$ cat src/hdl/limit_order_book_matcher_core_assert.svh
// Assertion macros for the order book matcher
`ifndef LIMIT_ORDER_BOOK_MATCHER_CORE_ASSERT_SVH
`define LIMIT_ORDER_BOOK_MATCHER_CORE_ASSERT_SVH
`ifndef SYNTH
`define LOB_ASSERT_IMPL(lbl, clk, rst_n, ante, cons) \
    lbl: assert property (@(posedge clk) disable iff (!rst_n) (ante) |-> (cons)) \
        else $error("assertion failed");
`define LOB_ASSERT_NEXT(lbl, clk, rst_n, ante, cons) \
    lbl: assert property (@(posedge clk) disable iff (!rst_n) (ante) |=> (cons)) \
        else $error("assertion failed");
`else
`define LOB_ASSERT_IMPL(lbl, clk, rst_n, ante, cons)
`define LOB_ASSERT_NEXT(lbl, clk, rst_n, ante, cons)
`endif
`endif

$ cat src/hdl/lobm_pkg.sv
// ----------------------------------------------------------------------------
// lobm_pkg
// Shared types and codes of the order book matcher.
// ----------------------------------------------------------------------------
`timescale 1ns / 1ps
package lobm_pkg;
    localparam int PRICE_W = 16;
    localparam int QTY_W   = 24;
    localparam int NUM_W   = 32;

    typedef enum logic [1:0] {
        OP_LIMIT  = 2'd0,
        OP_MARKET = 2'd1,
        OP_CANCEL = 2'd2,
        OP_MODIFY = 2'd3
    } t_op;

    typedef enum logic [3:0] {
        K_TRADE     = 4'd0,
        K_RESTED    = 4'd1,
        K_FILLED    = 4'd2,
        K_MKT_PART  = 4'd3,
        K_MKT_CANCL = 4'd4,
        K_CANCELLED = 4'd5,
        K_NOT_FOUND = 4'd6,
        K_UNCHANGED = 4'd7,
        K_REJECTED  = 4'd8,
        K_BOOK_FULL = 4'd9,
        K_MODIFIED  = 4'd10
    } t_kind;

    typedef enum logic [2:0] {
        S_IDLE,
        S_SCAN,
        S_DECIDE,
        S_FILL,
        S_EMIT,
        S_WAIT
    } t_state;

    // one resting order as carried along the chain
    typedef struct packed {
        logic               valid;
        logic               side;
        logic [PRICE_W-1:0] price;
        logic [QTY_W-1:0]   remaining;
        logic [NUM_W-1:0]   number;
        logic [NUM_W-1:0]   arrival;
    } t_entry;

    // query broadcast to all cells
    typedef struct packed {
        logic               side;
        logic               market;
        logic [PRICE_W-1:0] limit;
        logic [NUM_W-1:0]   target;
        logic [NUM_W-1:0]   now;
    } t_query;

    // command from the controller to the cells
    typedef struct packed {
        logic               scan;
        logic               wr;
        logic               clr;
        logic               sub;
        logic [QTY_W-1:0]   amount;
        t_entry             data;
    } t_cmd;

    // running best candidate handed from cell to cell
    typedef struct packed {
        logic               found;
        logic               free_found;
        logic               tgt_found;
        logic [5:0]         best_idx;
        logic [5:0]         free_idx;
        logic [5:0]         tgt_idx;
        t_entry             best;
        t_entry             tgt;
        logic [NUM_W-1:0]   best_age;
    } t_cand;
endpackage

$ cat src/hdl/lobm_cell.sv
// ----------------------------------------------------------------------------
// lobm_cell
// One order slot: holds an order and folds itself into the candidate chain.
// ----------------------------------------------------------------------------
`timescale 1ns / 1ps
module lobm_cell #(
    parameter int IDX = 0
) (
    input  logic            i_clk,
    input  logic            i_rst_n,
    input  logic [5:0]      i_sel,
    input  lobm_pkg::t_cmd   i_cmd,
    input  lobm_pkg::t_query i_query,
    input  lobm_pkg::t_cand  i_cand,
    output lobm_pkg::t_cand  o_cand
);
    import lobm_pkg::*;

    t_entry r_ent;
    t_cand  r_cand;
    t_cand  n_cand;
    logic   hit;
    logic   price_ok;
    logic   better;
    logic [NUM_W-1:0] age;
    logic   me;

    assign me  = (i_sel == 6'(IDX));
    assign age = i_query.now - r_ent.arrival;

    // eligibility and priority against the running best
    always_comb begin
        price_ok = i_query.market ||
                   (i_query.side == 1'b0 ? r_ent.price <= i_query.limit
                                         : r_ent.price >= i_query.limit);
        hit = r_ent.valid && (r_ent.side != i_query.side) && price_ok;
        if (!i_cand.found) begin
            better = 1'b1;
        end else if (r_ent.price != i_cand.best.price) begin
            better = i_query.side == 1'b0 ? r_ent.price < i_cand.best.price
                                          : r_ent.price > i_cand.best.price;
        end else begin
            better = age > i_cand.best_age;
        end
    end

    // slot storage
    always_ff @(posedge i_clk) begin
        if (!i_rst_n) begin
            r_ent.valid <= 1'b0;
        end else if (me && i_cmd.wr) begin
            r_ent <= i_cmd.data;
        end else if (me && i_cmd.clr) begin
            r_ent.valid <= 1'b0;
        end else if (me && i_cmd.sub) begin
            r_ent.remaining <= r_ent.remaining - i_cmd.amount;
            if (r_ent.remaining == i_cmd.amount) begin
                r_ent.valid <= 1'b0;
            end
        end
    end

    // candidate update: best order, first free slot, first target match
    always_comb begin
        n_cand = i_cand;
        if (hit && better) begin
            n_cand.found    = 1'b1;
            n_cand.best     = r_ent;
            n_cand.best_idx = 6'(IDX);
            n_cand.best_age = age;
        end
        if (!r_ent.valid && !i_cand.free_found) begin
            n_cand.free_found = 1'b1;
            n_cand.free_idx   = 6'(IDX);
        end
        if (r_ent.valid && r_ent.side == i_query.side &&
            r_ent.number == i_query.target && !i_cand.tgt_found) begin
            n_cand.tgt_found = 1'b1;
            n_cand.tgt_idx   = 6'(IDX);
            n_cand.tgt       = r_ent;
        end
    end

    // candidate stage, registered toward the neighbor
    always_ff @(posedge i_clk) begin
        r_cand <= n_cand;
    end
    assign o_cand = r_cand;
endmodule

$ cat config.mk
export PLATFORM = sky130hd
export DESIGN_NAME = lobm_cell
export DESIGN_NICKNAME = d
export VERILOG_FILES = /design/src/hdl/limit_order_book_matcher_core_assert.svh /design/src/hdl/lobm_pkg.sv /design/src/hdl/lobm_cell.sv
export SDC_FILE = /design/constraint.sdc
export NUM_CORES = 1
export LEC_CHECK = 0
export BUFFER_PORTS_ARGS = -buffer_cell sky130_fd_sc_hd__buf_2
export CAP_MARGIN = 20
export CORE_AREA = 2 2 292 294
export CTS_BUF_LIST = sky130_fd_sc_hd__clkbuf_4 sky130_fd_sc_hd__clkbuf_8 sky130_fd_sc_hd__clkbuf_16
export DETAILED_ROUTE_END_ITERATION = 8
export DIE_AREA = 0 0 294 296
export PLACE_DENSITY = 0.41
export SYNTH_ARGS = -nofsm -noshare
export SYNTH_HDL_FRONTEND = slang
export SYNTH_SLANG_ARGS = --single-unit
export TNS_END_PERCENT = 5
$ cat constraint.sdc
create_clock -name i_clk -period 12.9 [get_ports i_clk]
set_input_delay 1.29 -clock i_clk [delete_from_list [all_inputs] [get_ports i_clk]]
set_output_delay 1.29 -clock i_clk [all_outputs]
set_load 0.02 [all_outputs]
==> results.tsv, run 1 <==
stage	metric	value	unit
status	status	finished, final reports clean	
flow_run	drv_cap	0	
yosys	synth.avg_cell_area	11.5	µm²
cts	htree_levels	2	
setup_path	endpoint_kind	register	
pwr	internal_power	2.27	mW
pwr	swShare	25.7	%
global_routing	grt_start_max_net_pins	74	
detailed_routing	drt_iter0_drc	423	
timing	skew	0.0250	ns
pwr	vdd_ir_drop_max	97.6	µV
cts	clk_pin_slew_worst_paths	0.06	ns
detailed_routing	drtAntennaViolNets	0	
setup_path	path_buf_inv	4	
cts	cts_setup_buffers	0	
timing	max_slew_margin	31.6	%
floorplanning	die-area	87000	µm²
global_routing	track_usage	15.2	%
cts	cts_tree	yes	
timing	slew_viol_final	0	
layout	nNetsFinal	2886	
setup_path	cp_slowest_cell	buf_4	
pwr	leakagePower	11.6	nW
yosys	syn_inst	1512	
layout	final_util	28.4	%
cts	cts-root-buf	clkbuf_16	
yosys	syn_nets	2121	
yosys	synth_cell_types	68	
cts	clk_latency	0.58	ns
timing	final.min_clock_period	7.55	ns
detailed_routing	drc	0	
yosys	ys_async_sr_fraction	0	%
yosys	netlist.area_leader.share	30.6	%
timing	rsz0062_at_grt	no	
detailed_routing	wl_per_cell	20.5	µm
setup_path	crit_type	input port to register	
global_routing	antenna_found_initial	21	
yosys	synth_seq_area_share	48.8	%
yosys	syn_area	17400	µm²
floorplanning	std_cell_rows	107	
pwr	clockPowerShare	45.9	%
global_routing	grt_overflow	0	
setup_path	reg2reg_slack	5.79	ns
yosys	synth_edf_count	105	
setup_path	cp-start-kind	input port	
layout	drive_above_1_share	46.1	%
detailed_routing	detail_route.vias_per_cell	4.22	
setup_path	worstPathArrival	8.02	ns
global_routing	grt_pass1_wl	98500	µm
floorplanning	ios	754	
floorplanning	coreArea	84200	µm²
yosys	yosysWarningCount	0	
global_routing	grt_pass1_vias	15100	
detailed_routing	wirelength	69800	µm
floorplanning	die_y	296	µm
yosys	ys_ff_latch	371	
setup_path	path_cells	buf_2, inv_1, ha_1, inv_1, fa_1, a21o_1, a2111oi_1, o211ai_1, a21oi_1, nand2_1, a31oi_1, xnor2_1, ha_1, nand4_1, nor4_2, nand3_1, o31ai_1, nand2_1, a311oi_2, or3_4, buf_4, mux2_4	
timing	tns	0	ns
cts	cts_buffer_depth	3	
floorplanning	initial_core_util	20.6	%
floorplanning	die_w	294	µm
layout	syn_to_final_growth	37.6	%
yosys	yosysTopAreaCell	dfxtp_1	
yosys	ys_dominant_reg_cell	dfxtp_1	
detailed_routing	drtPass1Iterations	4	
pwr	combPwrFrac	12.8	%
place	io_buffers	752	
pwr	p_switching	784	µW
yosys	ys_top_cells_by_area	dfxtp_1 31%, edfxtp_1 18%, ha_1 8.5%	
setup_path	cp_top_family	compound AO/OA/AOI/OAI gates	
place	gp_congestion	0.862	
cts	cts_resized	0	
yosys	synth_common_cells	266 x dfxtp_1, 129 x inv_1, 118 x ha_1	
setup_path	critPathMaxStageDelay	0.79	ns
pwr	pwr-share-seq	41.2	%
setup_path	crit_fanout	42	
cts	cts_buffers	48	
cts	clock-sinks	371	
detailed_routing	dr_total_vias	14400	
yosys	synthMostInstantiatedCell	dfxtp_1	
timing	fmax	133	MHz
pwr	power_density	127	nW/µm²
setup_path	worstPathRequired	13.37	ns
cts	cts-hold-fix-buffers	0	
timing	hold_viol	0	
timing	tightest_slew	1.02	ns
place	hpwl	57000	µm
timing	setup_viol	0	
min_path	hp-class	register to register	
timing	post-route-period-util	58.5	%
[worst paths after layout]
check,from,end,depth (start not counted)
worst max-delay path,i_query[0],o_cand[214]$_DFF_P_,22
worst max register to register,r_ent[0]$_DFFE_PP_,o_cand[214]$_DFF_P_,20
worst min register to register,r_ent[1]$_DFFE_PP_,o_cand[139]$_DFF_P_,1
worst min-delay path,r_ent[1]$_DFFE_PP_,o_cand[139]$_DFF_P_,1
[flip-flops by register name (all words and copies together) (netlist names)]
name / cells
r_ent: 106
o_cand: 265
[worst register-to-register path: stages (launching register included)]
cell	delay [ns]
edfxtp_1	0.39
ha_1	0.18
inv_1	0.05
fa_1	0.42
a21o_1	0.21
a2111oi_1	0.60
o211ai_1	0.21
a21oi_1	0.42
nand2_1	0.11
a31oi_1	0.25
xnor2_1	0.12
ha_1	0.29
nand4_1	0.15
nor4_2	0.41
nand3_1	0.29
o31ai_1	0.18
nand2_1	0.15
a311oi_2	0.53
or3_4	0.72
buf_4	0.80
mux2_4	0.51
[per-layer routing]
layer	GRT usage, %	up-vias	share of wire [%]
li1	-	6932	-
met1	17.2	6869	39
met2	28.0	456	51
met3	4.53	100	7.7
met4	3.71	30	2.1
met5	0	-	0.28
[stage by stage]
stage / cell area (µm²) / hold slack [ns] / cells / setup WS (ns) / power (mW)
final: 23900 / 0.498 / 3413 / 5.35 / 3.05
after floorplan: 17400 / 0.437 / 1512 / 7.25 / 1.50
after global placement: 22300 / 0.487 / 3317 / 4.65 / 1.67
after global routing: 23900 / 0.513 / 3411 / 4.95 / 3.19
after detailed placement: 22300 / 0.490 / 3317 / 4.70 / 1.68
after CTS: 23900 / 0.502 / 3407 / 5.32 / 3.11
[cells by family after synthesis]
family	share of synthesized area, %
AOI/OAI and AO/OA	10.0
xor gates and xnor gates	3.68
adders and majority gates	8.72
buffers and inverters	4.77
DFF	48.8
muxes	15.5
and+or+nand+nor	8.53
[cell type report]
cell class | instances | area (µm²)
fillers | 8959 | 60300
well taps | 1090 | 1360
clock inverters | 26 | 259
diodes | 6 | 15.0
flip-flops and latches | 371 | 8480
repair buffers | 762 | 3840
inverters | 129 | 484
clock buffers | 64 | 1390
multi-input cells | 965 | 8100
[power groups by stage]
stage | sequential (mW) | clock [mW] | combinational, mW
finish | 1.26 | 1.40 | 0.392
global route | 1.26 | 1.50 | 0.430
CTS | 1.26 | 1.45 | 0.397
detailed placement | 1.28 | 0 | 0.395
global placement | 1.28 | 0 | 0.392
floorplan | 1.34 | 0 | 0.159
[cell usage in the layout (no fill, tap or decap), types with 6 or more instances in the layout]
cell	synthesis	routed
a211oi_1	10	10
a21o_1	38	38
a21oi_1	72	72
and2_1	18	18
and3_1	10	9
buf_2	5	752
buf_4	0	10
clkbuf_16	0	51
clkbuf_4	0	10
clkinv_2	0	11
dfxtp_1	266	266
diode_2	0	6
edfxtp_1	105	105
ha_1	118	118
inv_1	129	129
mux2_2	113	113
mux2_4	91	91
nand2_1	81	81
nand2b_1	13	13
nand3_1	15	15
nand4_1	25	25
nor2_1	58	57
nor2b_1	17	17
nor3_1	13	13
nor3b_1	7	7
nor4_1	12	12
o211ai_1	10	10
o21a_1	14	14
o21ai_0	72	72
o21bai_1	8	8
o31ai_1	9	9
xnor2_1	23	23
xor2_1	50	50
Note: power is estimated with default switching activity, not from simulation.
==> inputs of run 2 (changes only) <==
- PLACE_DENSITY: 0.41 -> 0.43
- clock period: 12.9 -> 6.4 ns (I/O delays scaled with it)
==> run 2 against run 1 <==
  * Core utilization about the same
  * Worst setup slack got worse by 4.8 ns
  * Worst hold slack got worse by 0.27 ns
  * Die area unchanged
==> results.tsv, run 2 (synthesis gave the netlist of run 1 again) <==
stage	metric	value	unit
status	status	finished, final reports clean	
global_routing	track_usage	14.8	%
layout	largest_reg_flops	265	
floorplanning	initial_core_util	20.6	%
timing	fmax	172	MHz
timing	final.min_clock_period	5.83	ns
layout	layout_common_cells	752 x buf_2, 266 x dfxtp_1, 129 x inv_1	
global_routing	antenna_found_initial	20	
place	gp_congestion	0.882	
cts	cts_tree	yes	
layout	syn_to_final_growth	37.7	%
setup_path	cp_slowest_cell	a311oi_2	
detailed_routing	drt_iter0_drc	549	
setup_path	path_cells	inv_1, ha_1, nor2b_1, o31a_1, o41a_1, a31o_2, a311oi_2, a2bb2oi_1, o211ai_1, ha_1, nand4_1, nor4_2, nand3_1, o311ai_1, nand2_1, a311oi_2, buf_4, or3_4, buf_4, mux2_4	
layout	nNetsFinal	2891	
place	io_buffers	752	
timing	skew	0.0345	ns
cts	cts_buffers	46	
setup_path	critPathMaxStageDelay	0.46	ns
setup_path	rr_startpoint	r_ent[1]$_DFFE_PP_	
setup_path	worstPathArrival	6.29	ns
timing	setup_viol	0	
min_path	min-delay-start	i_cmd[62]	
detailed_routing	drtAntennaViolNets	0	
detailed_routing	drtPass1Iterations	5	
global_routing	grt_pass1_vias	14900	
layout	final_util	28.4	%
floorplanning	ios	754	
pwr	vdd_ir_drop_max	171	µV
cts	clock-sinks	371	
setup_path	crit_fanout	21	
detailed_routing	detail_route.vias_per_cell	4.18	
pwr	power_density	252	nW/µm²
cts	clk_pin_slew_worst_paths	0.06	ns
setup_path	reg2reg_slack	0.57	ns
min_path	hp-class	input port to register	
floorplanning	die_y	296	µm
pwr	leakagePower	11.6	nW
cts	cts_resized	0	
global_routing	grt_pass1_wl	95700	µm
timing	hold_viol	0	
cts	cts_buffer_depth	3	
detailed_routing	drc	0	
setup_path	crit_type	register to register	
min_path	whs_path_depth	1	
setup_path	r2r_cells	20	
setup_path	endpoint_kind	register	
detailed_routing	wirelength	68300	µm
cts	cts-root-buf	clkbuf_16	
cts	cts-hold-fix-buffers	0	
min_path	min_to	r_ent[62]$_DFFE_PP_	
cts	clk_latency	0.59	ns
place	hpwl	56100	µm
flow_run	drv_cap	0	
layout	drive_above_1_share	46.3	%
timing	post-route-period-util	91.0	%
layout	final_common_cell	buf_2	
cts	htree_levels	2	
timing	rsz0062_at_grt	no	
global_routing	grt_start_max_net_pins	89	
setup_path	cp-start-kind	register	
setup_path	worstPathRequired	6.86	ns
floorplanning	die-area	87000	µm²
timing	max_slew_margin	33.4	%
timing	whs	0.228	ns
cts	cts_setup_buffers	0	
detailed_routing	dr_total_vias	14300	
floorplanning	die_w	294	µm
floorplanning	std_cell_rows	107	
global_routing	grt_overflow	0	
timing	tightest_slew	0.996	ns
timing	slew_viol_final	0	
detailed_routing	wl_per_cell	20.0	µm
timing	tns	0	ns
floorplanning	coreArea	84200	µm²
setup_path	r2r_end	o_cand[146]$_DFF_P_	
run 2: power breakdown:
group,leakage [nW],internal [mW],switching (mW)
logic,7.60,0.363,0.427
registers,3.19,2.51,0.0267
clock network,0.807,1.62,1.10
total,11.6,4.49,1.55
run 2: critical path: cells and delay by family, from the launching register on:
kind            cells  cell delay (ns)
mux                 1             0.34
simple gates        6             1.30
flops               1             0.38
fa+ha+maj           2             0.55
compound gates      8             2.35
buf+inv             3             0.74
run 2: routing by layer:
metal	vias up	track usage (%)	part of all wire, %
met5	-	0	0.21
met4	20	4.33	2.4
met3	97	4.31	7.2
met2	489	26.6	51
met1	6736	16.9	40
li1	6942	-	-
run 2: worst max-delay path by stage:
stage / slack [ns] / from / endpoint
2_1_floorplan: 1.40 / i_query[0] / o_cand[138]$_DFF_P_
3_3_place_gp: 0.18 / i_query[0] / o_cand[241]$_DFF_P_
3_5_place_dp: 0.21 / i_query[0] / o_cand[2]$_DFF_P_
4_1_cts: 0.52 / r_ent[1]$_DFFE_PP_ / o_cand[146]$_DFF_P_
5_1_grt: 0.19 / r_ent[0]$_DFFE_PP_ / o_cand[240]$_DFF_P_
6_report: 0.57 / r_ent[1]$_DFFE_PP_ / o_cand[146]$_DFF_P_
run 2: final cells by class:
| class | instances | area, µm² |
|---|---|---|
| multi-input cells | 965 | 8090 |
| inverters | 129 | 484 |
| flip-flops and latches | 371 | 8480 |
| clock inverters | 19 | 186 |
| well taps | 1090 | 1360 |
| diodes | 8 | 20.0 |
| fillers | 8903 | 60300 |
| clock buffers | 67 | 1410 |
| repair buffers | 769 | 3920 |
run 2: metrics by stage:
| stage | instances | total power [mW] | area [µm²] | setup WS, ns |
|---|---|---|---|---|
| floorplan | 1512 | 3.02 | 17400 | 1.40 |
| global placement | 3324 | 3.37 | 22300 | 0.180 |
| detailed placement | 3324 | 3.38 | 22300 | 0.214 |
| CTS | 3410 | 6.16 | 23900 | 0.515 |
| global route | 3414 | 6.31 | 23900 | 0.192 |
| finish | 3418 | 6.05 | 23900 | 0.575 |
