`src/hdl/limit_order_book_matcher_core_assert.svh`:
```
// Assertion macros for the order book matcher
`ifndef LIMIT_ORDER_BOOK_MATCHER_CORE_ASSERT_SVH
`define LIMIT_ORDER_BOOK_MATCHER_CORE_ASSERT_SVH
`ifndef SYNTH
`define LOB_ASSERT_IMPL(lbl, clk, rst_n, ante, cons) \
    lbl: assert property (@(posedge clk) disable iff (!rst_n) (ante) |-> (cons)) \
        else $error("assertion failed");
`define LOB_ASSERT_NEXT(lbl, clk, rst_n, ante, cons) \
    lbl: assert property (@(posedge clk) disable iff (!rst_n) (ante) |=> (cons)) \
        else $error("assertion failed");
`else
`define LOB_ASSERT_IMPL(lbl, clk, rst_n, ante, cons)
`define LOB_ASSERT_NEXT(lbl, clk, rst_n, ante, cons)
`endif
`endif

```
`src/hdl/lobm_pkg.sv`:
```
// ----------------------------------------------------------------------------
// lobm_pkg
// Shared types and codes of the order book matcher.
// ----------------------------------------------------------------------------
`timescale 1ns / 1ps
package lobm_pkg;
    localparam int PRICE_W = 16;
    localparam int QTY_W   = 24;
    localparam int NUM_W   = 32;

    typedef enum logic [1:0] {
        OP_LIMIT  = 2'd0,
        OP_MARKET = 2'd1,
        OP_CANCEL = 2'd2,
        OP_MODIFY = 2'd3
    } t_op;

    typedef enum logic [3:0] {
        K_TRADE     = 4'd0,
        K_RESTED    = 4'd1,
        K_FILLED    = 4'd2,
        K_MKT_PART  = 4'd3,
        K_MKT_CANCL = 4'd4,
        K_CANCELLED = 4'd5,
        K_NOT_FOUND = 4'd6,
        K_UNCHANGED = 4'd7,
        K_REJECTED  = 4'd8,
        K_BOOK_FULL = 4'd9,
        K_MODIFIED  = 4'd10
    } t_kind;

    typedef enum logic [2:0] {
        S_IDLE,
        S_SCAN,
        S_DECIDE,
        S_FILL,
        S_EMIT,
        S_WAIT
    } t_state;

    // one resting order as carried along the chain
    typedef struct packed {
        logic               valid;
        logic               side;
        logic [PRICE_W-1:0] price;
        logic [QTY_W-1:0]   remaining;
        logic [NUM_W-1:0]   number;
        logic [NUM_W-1:0]   arrival;
    } t_entry;

    // query broadcast to all cells
    typedef struct packed {
        logic               side;
        logic               market;
        logic [PRICE_W-1:0] limit;
        logic [NUM_W-1:0]   target;
        logic [NUM_W-1:0]   now;
    } t_query;

    // command from the controller to the cells
    typedef struct packed {
        logic               scan;
        logic               wr;
        logic               clr;
        logic               sub;
        logic [QTY_W-1:0]   amount;
        t_entry             data;
    } t_cmd;

    // running best candidate handed from cell to cell
    typedef struct packed {
        logic               found;
        logic               free_found;
        logic               tgt_found;
        logic [5:0]         best_idx;
        logic [5:0]         free_idx;
        logic [5:0]         tgt_idx;
        t_entry             best;
        t_entry             tgt;
        logic [NUM_W-1:0]   best_age;
    } t_cand;
endpackage

```
`src/hdl/lobm_ctrl.sv`:
```
// ----------------------------------------------------------------------------
// lobm_ctrl
// Sequencer: runs chain scans, fills, placement and result output.
// ----------------------------------------------------------------------------
`timescale 1ns / 1ps
`include "limit_order_book_matcher_core_assert.svh"
module lobm_ctrl #(
    parameter int SLOTS = 32
) (
    input  logic             i_clk,
    input  logic             i_rst_n,
    input  logic             s_axis_tvalid,
    output logic             s_axis_tready,
    input  logic [79:0]      s_axis_tdata,
    input  logic [1:0]       s_axis_tuser,
    output logic             m_axis_tvalid,
    input  logic             m_axis_tready,
    output logic [159:0]     m_axis_tdata,
    output logic             m_axis_tlast,
    output logic [4:0]       m_axis_tuser,
    output logic [5:0]       o_sel,
    output lobm_pkg::t_cmd   o_cmd,
    output lobm_pkg::t_query o_query,
    input  lobm_pkg::t_cand  i_cand
);
    import lobm_pkg::*;

    localparam int CW = $clog2(SLOTS + 2);

    t_state r_state, n_state;
    logic [CW-1:0] r_cnt, n_cnt;
    t_op    r_op;
    logic   r_side;
    logic [PRICE_W-1:0] r_price;
    logic [QTY_W-1:0] r_qty, r_rem;
    logic [NUM_W-1:0] r_target, r_own;
    logic [NUM_W-1:0] r_nbuy, r_nsell, r_ntrade, r_narr;
    logic   r_sweep, r_done;
    logic   r_ovalid;
    logic [159:0] r_odata;
    logic   r_olast;
    logic [4:0] r_ouser;
    t_cand  r_cand;
    logic [QTY_W-1:0] fill_q;
    logic   in_submit;
    logic   in_reject;

    // one result staged for output
    logic   emit;
    t_kind  e_kind;
    logic [NUM_W-1:0] e_own, e_ctr, e_trd;
    logic [PRICE_W-1:0] e_price;
    logic [QTY_W-1:0] e_exq, e_left;
    logic   e_last;

    assign s_axis_tready = (r_state == S_IDLE);
    assign m_axis_tvalid = r_ovalid;
    assign m_axis_tdata  = r_odata;
    assign m_axis_tlast  = r_olast;
    assign m_axis_tuser  = r_ouser;

    assign o_query.side   = r_side;
    assign o_query.market = (r_op == OP_MARKET);
    assign o_query.limit  = r_price;
    assign o_query.target = r_target;
    assign o_query.now    = r_narr;

    assign fill_q = (r_cand.best.remaining < r_rem) ? r_cand.best.remaining : r_rem;

    // incoming request classification
    assign in_submit = (s_axis_tuser == OP_LIMIT) || (s_axis_tuser == OP_MARKET);
    assign in_reject = in_submit && (s_axis_tdata[40:17] == '0 ||
                       (s_axis_tuser == OP_LIMIT && s_axis_tdata[16:1] == '0));

    // next state, commands and results
    always_comb begin
        n_state = r_state;
        n_cnt   = r_cnt;
        o_sel   = '0;
        o_cmd   = '0;
        emit    = 1'b0;
        e_kind  = K_REJECTED;
        e_own   = r_own;
        e_ctr   = '0;
        e_trd   = '0;
        e_price = r_price;
        e_exq   = '0;
        e_left  = '0;
        e_last  = 1'b1;
        unique case (r_state)
            S_IDLE: begin
                if (s_axis_tvalid) begin
                    n_state = S_SCAN;
                    n_cnt   = '0;
                end
            end
            S_SCAN: begin
                o_cmd.scan = 1'b1;
                n_cnt = r_cnt + 1'b1;
                if (r_cnt == CW'(SLOTS)) begin
                    n_state = S_DECIDE;
                end
            end
            S_DECIDE: begin
                n_state = S_WAIT;
                if (r_sweep) begin
                    if (r_rem != '0 && r_cand.found) begin
                        n_state = S_FILL;
                    end else begin
                        n_state = S_EMIT;
                    end
                end else if (r_op == OP_LIMIT || r_op == OP_MARKET) begin
                    emit = 1'b1;
                end else if (!r_cand.tgt_found) begin
                    emit = 1'b1;
                    e_kind = K_NOT_FOUND; e_price = '0;
                end else if (r_op == OP_CANCEL) begin
                    emit = 1'b1;
                    e_kind = K_CANCELLED; e_price = r_cand.tgt.price;
                    e_left = r_cand.tgt.remaining;
                    o_sel = r_cand.tgt_idx; o_cmd.clr = 1'b1;
                end else if (r_price == r_cand.tgt.price &&
                             r_qty == r_cand.tgt.remaining) begin
                    emit = 1'b1;
                    e_kind = K_UNCHANGED; e_left = r_qty;
                end else if (r_price == '0 || r_qty == '0) begin
                    emit = 1'b1;
                    e_price = r_cand.tgt.price; e_left = r_cand.tgt.remaining;
                end else if (r_price != r_cand.tgt.price) begin
                    o_sel = r_cand.tgt_idx; o_cmd.clr = 1'b1;
                    n_state = S_SCAN; n_cnt = '0;
                end else begin
                    emit = 1'b1;
                    e_kind = K_MODIFIED; e_left = r_qty;
                    o_sel = r_cand.tgt_idx; o_cmd.wr = 1'b1;
                    o_cmd.data = '{valid: 1'b1, side: r_side, price: r_price,
                        remaining: r_qty, number: r_target, arrival: r_narr};
                end
            end
            S_FILL: begin
                if (!r_ovalid || m_axis_tready) begin
                    emit = 1'b1;
                    e_kind = K_TRADE; e_ctr = r_cand.best.number; e_trd = r_ntrade;
                    e_price = r_cand.best.price; e_exq = fill_q;
                    e_left = r_rem - fill_q; e_last = 1'b0;
                    o_sel = r_cand.best_idx; o_cmd.sub = 1'b1; o_cmd.amount = fill_q;
                    n_state = S_SCAN; n_cnt = '0;
                end
            end
            S_EMIT: begin
                if (!r_ovalid || m_axis_tready) begin
                    emit = 1'b1;
                    n_state = S_WAIT;
                    e_left = r_rem;
                    if (r_op == OP_MARKET) begin
                        e_price = '0;
                        e_kind = (r_rem == '0) ? K_FILLED :
                                 (r_rem < r_qty) ? K_MKT_PART : K_MKT_CANCL;
                    end else if (r_op == OP_MODIFY) begin
                        e_kind = K_MODIFIED;
                        if (r_rem != '0) begin
                            o_sel = r_cand.tgt_idx; o_cmd.wr = 1'b1;
                        end
                    end else if (r_rem == '0) begin
                        e_kind = K_FILLED;
                    end else if (r_cand.free_found) begin
                        e_kind = K_RESTED;
                        o_sel = r_cand.free_idx; o_cmd.wr = 1'b1;
                    end else begin
                        e_kind = K_BOOK_FULL;
                    end
                    o_cmd.data = '{valid: 1'b1, side: r_side, price: r_price,
                        remaining: r_rem, number: r_own, arrival: r_narr};
                end
            end
            S_WAIT: begin
                if (!r_ovalid || m_axis_tready) begin
                    n_state = S_IDLE;
                end
            end
            default: n_state = S_IDLE;
        endcase
        // decide-state results need the output register free
        if (r_state == S_DECIDE && emit && r_ovalid && !m_axis_tready) begin
            emit = 1'b0; n_state = S_DECIDE; o_cmd = '0; n_cnt = r_cnt;
        end
    end

    // sequencer registers
    always_ff @(posedge i_clk) begin
        if (!i_rst_n) begin
            r_state  <= S_IDLE;
            r_cnt    <= '0;
            r_nbuy   <= 32'd1;
            r_nsell  <= 32'd1;
            r_ntrade <= 32'd1;
            r_narr   <= '0;
            r_ovalid <= 1'b0;
            r_sweep  <= 1'b0;
            r_done   <= 1'b0;
        end else begin
            r_state <= n_state;
            r_cnt   <= n_cnt;
            if (emit) begin
                r_ovalid <= 1'b1;
                r_odata  <= {e_left, e_exq, e_price, e_trd, e_ctr, e_own};
                r_ouser  <= {r_side, e_kind};
                r_olast  <= e_last;
            end else if (m_axis_tready) begin
                r_ovalid <= 1'b0;
            end
            if (o_cmd.wr) r_narr <= r_narr + 1'b1;
            if (o_cmd.sub) begin
                r_ntrade <= r_ntrade + 1'b1;
                r_rem    <= r_rem - fill_q;
            end
            if (r_state == S_IDLE && s_axis_tvalid) begin
                r_op     <= t_op'(s_axis_tuser);
                r_side   <= s_axis_tdata[0];
                r_price  <= s_axis_tdata[16:1];
                r_qty    <= s_axis_tdata[40:17];
                r_rem    <= in_reject ? '0 : s_axis_tdata[40:17];
                r_target <= s_axis_tdata[72:41];
                r_sweep  <= in_submit && !in_reject;
                // submits: reject or take a number and sweep; other ops use the target number
                if (!in_submit) begin
                    r_own <= s_axis_tdata[72:41];
                end else if (in_reject) begin
                    r_own <= '0;
                end else if (s_axis_tdata[0]) begin
                    r_own <= r_nsell; r_nsell <= r_nsell + 1'b1;
                end else begin
                    r_own <= r_nbuy; r_nbuy <= r_nbuy + 1'b1;
                end
            end else if (r_state == S_DECIDE && n_state == S_SCAN) begin
                r_sweep <= 1'b1;
            end
            r_done <= emit && e_last;
        end
    end

    // chain output captured as the scan completes
    always_ff @(posedge i_clk) begin
        if (r_state == S_SCAN && r_cnt == CW'(SLOTS)) begin
            r_cand.found <= i_cand.found;
            r_cand.best <= i_cand.best;
            r_cand.best_idx <= i_cand.best_idx;
            r_cand.free_found <= i_cand.free_found;
            r_cand.free_idx <= i_cand.free_idx;
            if (!r_sweep) begin
                r_cand.tgt_found <= i_cand.tgt_found;
                r_cand.tgt_idx <= i_cand.tgt_idx;
                r_cand.tgt <= i_cand.tgt;
            end
        end
    end

    `LOB_ASSERT_IMPL(a_ready_idle, i_clk, i_rst_n, s_axis_tready, r_state == S_IDLE)
    `LOB_ASSERT_NEXT(a_fill_trade, i_clk, i_rst_n, o_cmd.sub, r_ovalid && !r_olast)
    `LOB_ASSERT_IMPL(a_one_cmd, i_clk, i_rst_n, 1'b1,
        $onehot0({o_cmd.wr, o_cmd.clr, o_cmd.sub}))
    `LOB_ASSERT_NEXT(a_last_done, i_clk, i_rst_n, emit && e_last, r_done)
endmodule

```
`config.mk`:
```
export PLATFORM = sky130hd
export DESIGN_NAME = lobm_ctrl
export DESIGN_NICKNAME = d
export VERILOG_FILES = /design/src/hdl/lobm_pkg.sv /design/src/hdl/lobm_ctrl.sv
export VERILOG_INCLUDE_DIRS = /design/src /design/src/hdl
export SDC_FILE = /design/constraint.sdc
export NUM_CORES = 1
export LEC_CHECK = 0
export ABC_AREA = 1
export BUFFER_PORTS_ARGS = -buffer_cell sky130_fd_sc_hd__buf_4
export CAP_MARGIN = 20
export CORE_ASPECT_RATIO = 1.4
export CORE_MARGIN = 8
export CORE_UTILIZATION = 35
export DETAILED_ROUTE_END_ITERATION = 10
export HOLD_SLACK_MARGIN = 0.1
export SLEW_MARGIN = 20
export SYNTH_ARGS = -nofsm -noshare
export SYNTH_HDL_FRONTEND = slang
export SYNTH_SLANG_ARGS = --single-unit
```
`constraint.sdc`:
```
create_clock -name i_clk -period 19.95 [get_ports i_clk]
set_input_delay 1.995 -clock i_clk [delete_from_list [all_inputs] [get_ports i_clk]]
set_output_delay 1.995 -clock i_clk [all_outputs]
set_load 0.05 [all_outputs]
```
==> metrics.txt, run 1 <==
Post-Route Hold Slack=0.4287 ns; worst slew pin tran=1.090 ns; Port Buffers=601; share of synthesized area occupied by flip-flops and latches=53.27%; IR drop worst, VDD=0.06876 mV; Synthesized Nets=3,763; Final Max Slew Viols=0; summed instance area of the synthesized netlist=29,460 um^2; sequence of cells on the critical path=buf_4 -> nor2_1 -> inv_1 -> nor2_2 -> inv_2 -> nand2_4 -> inv_4 -> nand2_4 -> inv_2 -> buf_4; Max Freq=140.7 MHz; number of cells produced by synthesis=3,351; endpoint type of the worst setup path=output pin; Main synth FF type=sky130_fd_sc_hd__edfxtp_1; boundary pin count=741; starting utilization of the core area=35.13%; global-route wire length before repair=163,800 um; adder-cell share of the synthesized area=2.590%; Worst-path clk slew=0.06 ns; grt ovf=0; required time of the critical path=17.95 ns; portion of total power attributed to the clock network=42.3%; distinct cell type count after synthesis=58; routability cong.=1.019; hold-fix buffers at CTS=0; portion of total power attributed to sequential cells=49.5%; horizontal extent of the die=261.2 um; portion of the clock cycle consumed by the worst path in the final layout=35.63%; TritonCTS buffer count=58; detailed-placement wirelength estimate=87,130 um; vias per std cell=5.208; compound-gate portion of the synthesized area=11.07%; post-placement cell count=4,944; Post-Route Utilization=44.09%; mean instance size in the synthesized netlist=8.792 um^2; Relative slew margins=27.13%; largest net degree at the start of global routing=89; Sum Neg Setup Slack=0 ns; Sw Pwr=0.6560 mW; DRC marker count from the first detailed-route iteration=1,861; final hold violation count=0; H-tree levels=2; post-route worst setup slack=12.84 ns; number of failing setup endpoints in the final timing report=0; Setup Skew=0.03164 ns; internal power=1.976 mW; total routing resource utilization after global routing=22.87%; multiplexer share of the synthesized area=0%; antenna violation net count after detailed routing=0; biggest cell delay along the critical path=0.61 ns; number of rows in the core area=126; first drt pass iteration count=6; Post-synth EDFFs=430; warning count from the yosys run=0; async set-or-reset flop fraction in the synthesized netlist=0%; post-CTS resize count=0; commonest non-fill, non-tap cell in the layout=sky130_fd_sc_hd__nand2_1; Min Clock Period, post-route=7.108 ns; largest family of logic cells by synthesized area=simple AND/OR/NAND/NOR gates; post-CTS setup buffers=0; class of the tightest hold or removal check=reg2reg; power per standard cell area=71.16 nW/um^2; Max FO, Critical Path=38; Vias=26,370; initial antenna violation count=12; TritonCTS clock tree=yes; critical-path cell with the highest stage delay=sky130_fd_sc_hd__nor2_1; fraction of power spent switching nets=24.93%; Die Span Y=359.3 um; vias in the first global route=25,890; clock latency on the worst-skew pair=0.64 ns; Std-Cell Core Area=83,870 um^2; drc violations=0; share of the synthesized netlist area taken by xor and xnor gates=2.556%; # Max-Cap Violations=0; kind of start point of the critical path=primary input; final wirelength=112,500 um; synthesis-to-layout area growth=25.51%; arrival time of data at the critical path endpoint=5.11 ns; run status=finished clean; final net count=4,330; setup slack at placement=12.79 ns; standby leakage power=14.70 nW; proportion of power drawn by combinational gates=8.2%; total die area=93,850 um^2; most used cells in the layout excluding fill and tap cells=719 x sky130_fd_sc_hd__nand2_1, 623 x sky130_fd_sc_hd__buf_4, 430 x sky130_fd_sc_hd__edfxtp_1; routed wire length per instance=22.22 um; CTS sink count=569; Final Non-Filler Cells=5,063; layout cells sized above 1=21.15%; FF+latch count, synth=569; category of the most critical setup path=in2out; setup repair after global routing missed its margin=no; buffer levels on the longest clock path=3; area fraction in and, or, nand and nor cells after synthesis=23.11%; root buffer selected by CTS=sky130_fd_sc_hd__clkbuf_16
==> flip-flops by register name, indices dropped and copies added (netlist names) <==
signal,count
r_ntrade,32
r_narr,32
r_cnt,6
r_qty,24
r_target,32
r_state,3
r_rem,24
r_price,16
m_axis_tdata,160
r_op,2
r_nbuy,32
m_axis_tlast,1
r_sweep,1
r_nsell,32
r_cand,133
m_axis_tvalid,1
r_side,1
m_axis_tuser,5
e_own,32
==> critical path: cells and delay by family <==
| family | cells | cell delay (ns) |
|---|---|---|
| buf+inv | 6 | 1.38 |
| simple gates | 4 | 1.68 |
==> worst paths after layout <==
check	from	end	slack (ns)	depth (start not counted)
max reg2reg	r_rem[11]$_DFFE_PP_	m_axis_tdata[142]$_DFFE_PP_	14.77	19
min reg2reg	e_own[3]$_DFFE_PP_	m_axis_tdata[3]$_DFFE_PP_	0.43	0
max	m_axis_tready	o_cmd[132]	12.84	10
min	e_own[3]$_DFFE_PP_	m_axis_tdata[3]$_DFFE_PP_	0.43	0
==> layer usage <==
layer	routed length, um	global-route usage, %	vias up
met1	45180	27.72	12600
met3	8999	5.644	182
met2	54050	39.00	1010
met5	27	0	-
met4	4212	8.102	4
li1	-	-	12580
==> through the flow <==
stage	power (mW)	area [um^2]
after floorplan	1.450	29460
after global placement	1.539	34990
after detailed placement	1.541	34990
after CTS	2.659	36900
after global routing	2.720	36960
final	2.632	36980
==> kinds of logic (layout without fill, tap and decap cells) <==
family	after synthesis	count (layout)
compound gates	544	544
buf+inv	548	1164
simple gates	1543	1543
fa+ha+maj	61	61
flops	569	569
other cells	0	8
xor+xnor	86	86
==> power groups by stage <==
stage	logic [mW]	clock network [mW]	registers [mW]
2_1_floorplan	0.113	0	1.34
3_3_place_gp	0.212	0	1.33
3_5_place_dp	0.214	0	1.33
4_1_cts	0.215	1.14	1.30
5_1_grt	0.237	1.18	1.30
6_report	0.216	1.11	1.30
==> cell usage after synthesis, drive strengths merged, types with 5 or more instances <==
cell type  count  area (um^2)
xor2          75        656.9
o221ai        16        140.1
nor3         147        824.5
o21ai        116        580.6
ha            61        763.2
a22oi         48        360.4
buf           51        312.8
clkbuf        67        251.5
nand4         82        531.8
xnor2         11        96.34
o21a           8        60.06
o211ai        21        157.7
a221oi        16        140.1
nor2         393         1569
a21oi        236         1237
o22ai         42        262.8
nand2        748         2890
nand3        119        638.1
a211oi        18        135.1
edfxtp       430        12910
nor4          44        281.5
clkinv         5        20.01
inv          425         1598
dfxtp        139         2783
==> area by class of cell <==
class / count / area, um^2
Multi-Input combinational cell: 2234 / 11640
Sequential cell: 569 / 15700
Clock inverter: 40 / 386.6
Timing Repair Buffer: 625 / 4732
Tap cell: 1088 / 1361
Antenna cell: 8 / 20.02
Inverter: 430 / 1622
Clock buffer: 69 / 1523
Fill cell: 8347 / 46890
No activity file was read; power rests on OpenSTA's default activity.
==> run 2, diff against run 1 <==
clock period = 6.2 ns   (was 19.95 ns; I/O delays follow)
==> run 2 against run 1 <==
  * Clock skew shrank 0.0037 ns
  * Cell count grew 1.6%
  * Via count grew 0.50%
  * Non-clock buffer count grew 84
  * Clock power grew to 3.2 times the previous value
  * Global-route usage grew 0.53 points
  * Critical path depth grew 3
  * Power grew to 3.2 times the previous value
  * Largest cell class unchanged
  * Highest routed layer unchanged
==> metrics.txt, run 2 (synthesis results as in run 1) <==
Largest delay share family, worst path=simple AND/OR/NAND/NOR gates (unchanged); Max Freq=188.1 MHz; root buffer selected by CTS=sky130_fd_sc_hd__clkbuf_16 (unchanged); antenna violation net count after detailed routing=0 (unchanged); category of the most critical setup path=reg2out (was in2out); number of failing setup endpoints in the final timing report=0 (unchanged); routability cong.=0.9228 (was 1.019); sequence of cells on the critical path=nor3_4 -> inv_2 -> nor2_4 -> nand2_2 -> nor2_4 -> inv_2 -> nor2_1 -> nand3_2 -> inv_2 -> buf_4 -> a22oi_1 -> nor2_1 -> buf_4 (was buf_4 -> nor2_1 -> inv_1 -> nor2_2 -> inv_2 -> nand2_4 -> inv_4 -> nand2_4 -> inv_2 -> buf_4); global routing usage on met3=5.995% (was 5.644%); grt ovf=0 (unchanged); worst hold path cell count=1 (was 0); Setup Skew=0.02792 ns (was 0.03164 ns); initial antenna violation count=12 (unchanged); dominant cell type by count on the critical path=sky130_fd_sc_hd__inv_2; commonest non-fill, non-tap cell in the layout=sky130_fd_sc_hd__nand2_1 (unchanged); most used cells in the layout excluding fill and tap cells=719 x sky130_fd_sc_hd__nand2_1, 626 x sky130_fd_sc_hd__buf_4, 430 x sky130_fd_sc_hd__edfxtp_1 (was 719 x sky130_fd_sc_hd__nand2_1, 623 x sky130_fd_sc_hd__buf_4, 430 x sky130_fd_sc_hd__edfxtp_1); vias per std cell=5.151 (was 5.208); CP bufs+invs=5 (was 6); H-tree levels=2 (unchanged); clock latency on the worst-skew pair=0.65 ns (was 0.64 ns); routed wire length per instance=22.24 um (was 22.22 um); starting utilization of the core area=35.13% (unchanged); met1 global-route usage=27.69% (was 27.72%); post-route worst setup slack=0.8841 ns (was 12.84 ns); portion of the clock cycle consumed by the worst path in the final layout=85.74%; Final Max Slew Viols=0 (unchanged); Worst-path clk slew=0.07 ns (was 0.06 ns); number of cells on the worst reg-to-reg path=21 (was 19); synthesis-to-layout area growth=28.17% (was 25.51%); Std-Cell Core Area=83,870 um^2 (unchanged); power per standard cell area=224.6 nW/um^2 (was 71.16 nW/um^2); IR drop worst, VDD=0.2091 mV (was 0.06876 mV); met2 routing resource usage after global routing=40.49% (was 39.00%); Sum Neg Setup Slack=0 ns (unchanged); final wirelength=114,400 um (was 112,500 um); global-route wire length before repair=167,000 um (was 163,800 um); class of the tightest hold or removal check=in2reg (was reg2reg); standby leakage power=15.00 nW (was 14.70 nW); total routing resource utilization after global routing=23.40% (was 22.87%); DRC marker count from the first detailed-route iteration=2,080 (was 1,861); layout cells sized above 1=20.73% (was 21.15%); setup repair after global routing missed its margin=no (unchanged); drc violations=0 (unchanged); Min Clock Period, post-route=5.316 ns; instance count on the critical path=13 (was 10); Total Power Consumption=8.483 mW (was 2.632 mW); total die area=93,850 um^2 (unchanged); detailed-placement wirelength estimate=87,270 um (was 87,130 um); Port Buffers=601 (unchanged); Die Span Y=359.3 um (unchanged); arrival time of data at the critical path endpoint=4.70 ns (was 5.11 ns); TritonCTS clock tree=yes (unchanged); final net count=4,416 (was 4,330); filler instances=8,241 (was 8,347); largest net degree at the start of global routing=81 (was 89); setup slack at placement=1.544 ns (was 12.79 ns); critical-path cell with the highest stage delay=sky130_fd_sc_hd__buf_4 (was sky130_fd_sc_hd__nor2_1); run status=finished clean (unchanged); buffer levels on the longest clock path=3 (unchanged); Max FO, Critical Path=51 (was 38); CTS sink count=569 (unchanged); Vias=26,500 (was 26,370); first drt pass iteration count=7 (was 6); final hold violation count=0 (unchanged); vias in the first global route=26,500 (was 25,890); TritonCTS buffer count=60 (was 58); post-CTS resize count=0 (unchanged); required time of the critical path=5.58 ns (was 17.95 ns); worst slew pin tran=1.059 ns (was 1.090 ns); kind of start point of the critical path=flip-flop (was primary input); horizontal extent of the die=261.2 um (unchanged); GRT busiest layer=met2 (unchanged); number of rows in the core area=126 (unchanged); endpoint type of the worst setup path=output pin (unchanged); Relative slew margins=29.43% (was 27.13%); # Max-Cap Violations=0 (unchanged); max reg flops=160 (unchanged); boundary pin count=741 (unchanged); biggest cell delay along the critical path=0.61 ns (about the same)
-- run 2: changes by cell type in the layout (fill, tap and decap cells not counted), sizes merged --
cell	before	now
clkinv	32	27
clkinvlp	5	8
diode	8	5
buf	625	629
bufinv	5	3
clkbuf	69	74
dlygate4sd3	0	80
-- run 2: final cells by class --
type	instances	area, um^2	share of cell area [%]
diodes	5	12.51	0.03313
clock buffers	74	1564	4.142
clock inverters	36	312.8	0.8283
inverters	430	1622	4.294
multi-input cells	2234	11650	30.84
flip-flops and latches	569	15700	41.56
well taps	1088	1361	3.605
repair buffers	709	5550	14.70
-- run 2: per-stage QoR --
step	hold WS [ns]	util (%)	cells	instance area (um^2)
after floorplan	0.4268	-	3351	29480
after detailed placement	0.4343	41.78	4948	35040
final	0.1541	45.03	5145	37760
after global placement	0.4348	41.78	4948	35040
after CTS	0.1000	44.98	5138	37720
after global routing	0.1161	45.01	5140	37750
-- run 2: routing by layer --
metal	vias to the layer above	share of wire, %
met5	-	0.096
met4	16	3.9
li1	12730	-
met1	12540	39
met3	202	8.2
met2	1019	48
-- run 2: worst paths after layout --
kind                                       startpoint                           to  slack, ns
worst min register to register    e_own[26]$_DFFE_PP_   m_axis_tdata[26]$_DFFE_PP_       0.45
worst min-delay path                      i_cand[196]        r_cand[196]$_DFFE_PP_       0.15
worst max-delay path            r_state[2]$_SDFF_PN0_                    o_cmd[61]       0.88
worst max register to register     r_rem[9]$_DFFE_PP_  m_axis_tdata[155]$_DFFE_PP_       1.88
-- run 2: worst reg2reg max path, cell delays in order (launching register included) --
cell	delay, ns
sky130_fd_sc_hd__edfxtp_1	0.47
sky130_fd_sc_hd__inv_1	0.27
sky130_fd_sc_hd__ha_1	0.31
sky130_fd_sc_hd__nand2_1	0.07
sky130_fd_sc_hd__nand2_1	0.05
sky130_fd_sc_hd__nand2_1	0.05
sky130_fd_sc_hd__nand2_1	0.05
sky130_fd_sc_hd__nand2_1	0.06
sky130_fd_sc_hd__nand2_1	0.09
sky130_fd_sc_hd__a21oi_4	0.17
sky130_fd_sc_hd__nand2_4	0.22
sky130_fd_sc_hd__o21ai_0	0.67
sky130_fd_sc_hd__ha_1	0.35
sky130_fd_sc_hd__nand2_1	0.13
sky130_fd_sc_hd__inv_1	0.09
sky130_fd_sc_hd__nand2_1	0.07
sky130_fd_sc_hd__nor2_1	0.23
sky130_fd_sc_hd__nand3_1	0.26
sky130_fd_sc_hd__nand3_1	0.16
sky130_fd_sc_hd__nand2_1	0.07
sky130_fd_sc_hd__nand3_1	0.11
sky130_fd_sc_hd__nand2_1	0.10
-- run 2: timing repair --
item                      CTS  global route
hold endpoints to repair   80             0
buffers inserted            0             0
hold buffers               80             0
-- run 2: power by group --
group	internal, mW	switching, mW	total, mW
clock network	1.92	1.62	3.54
registers	4.14	0.0521	4.19
logic	0.273	0.474	0.747
total	6.34	2.15	8.48
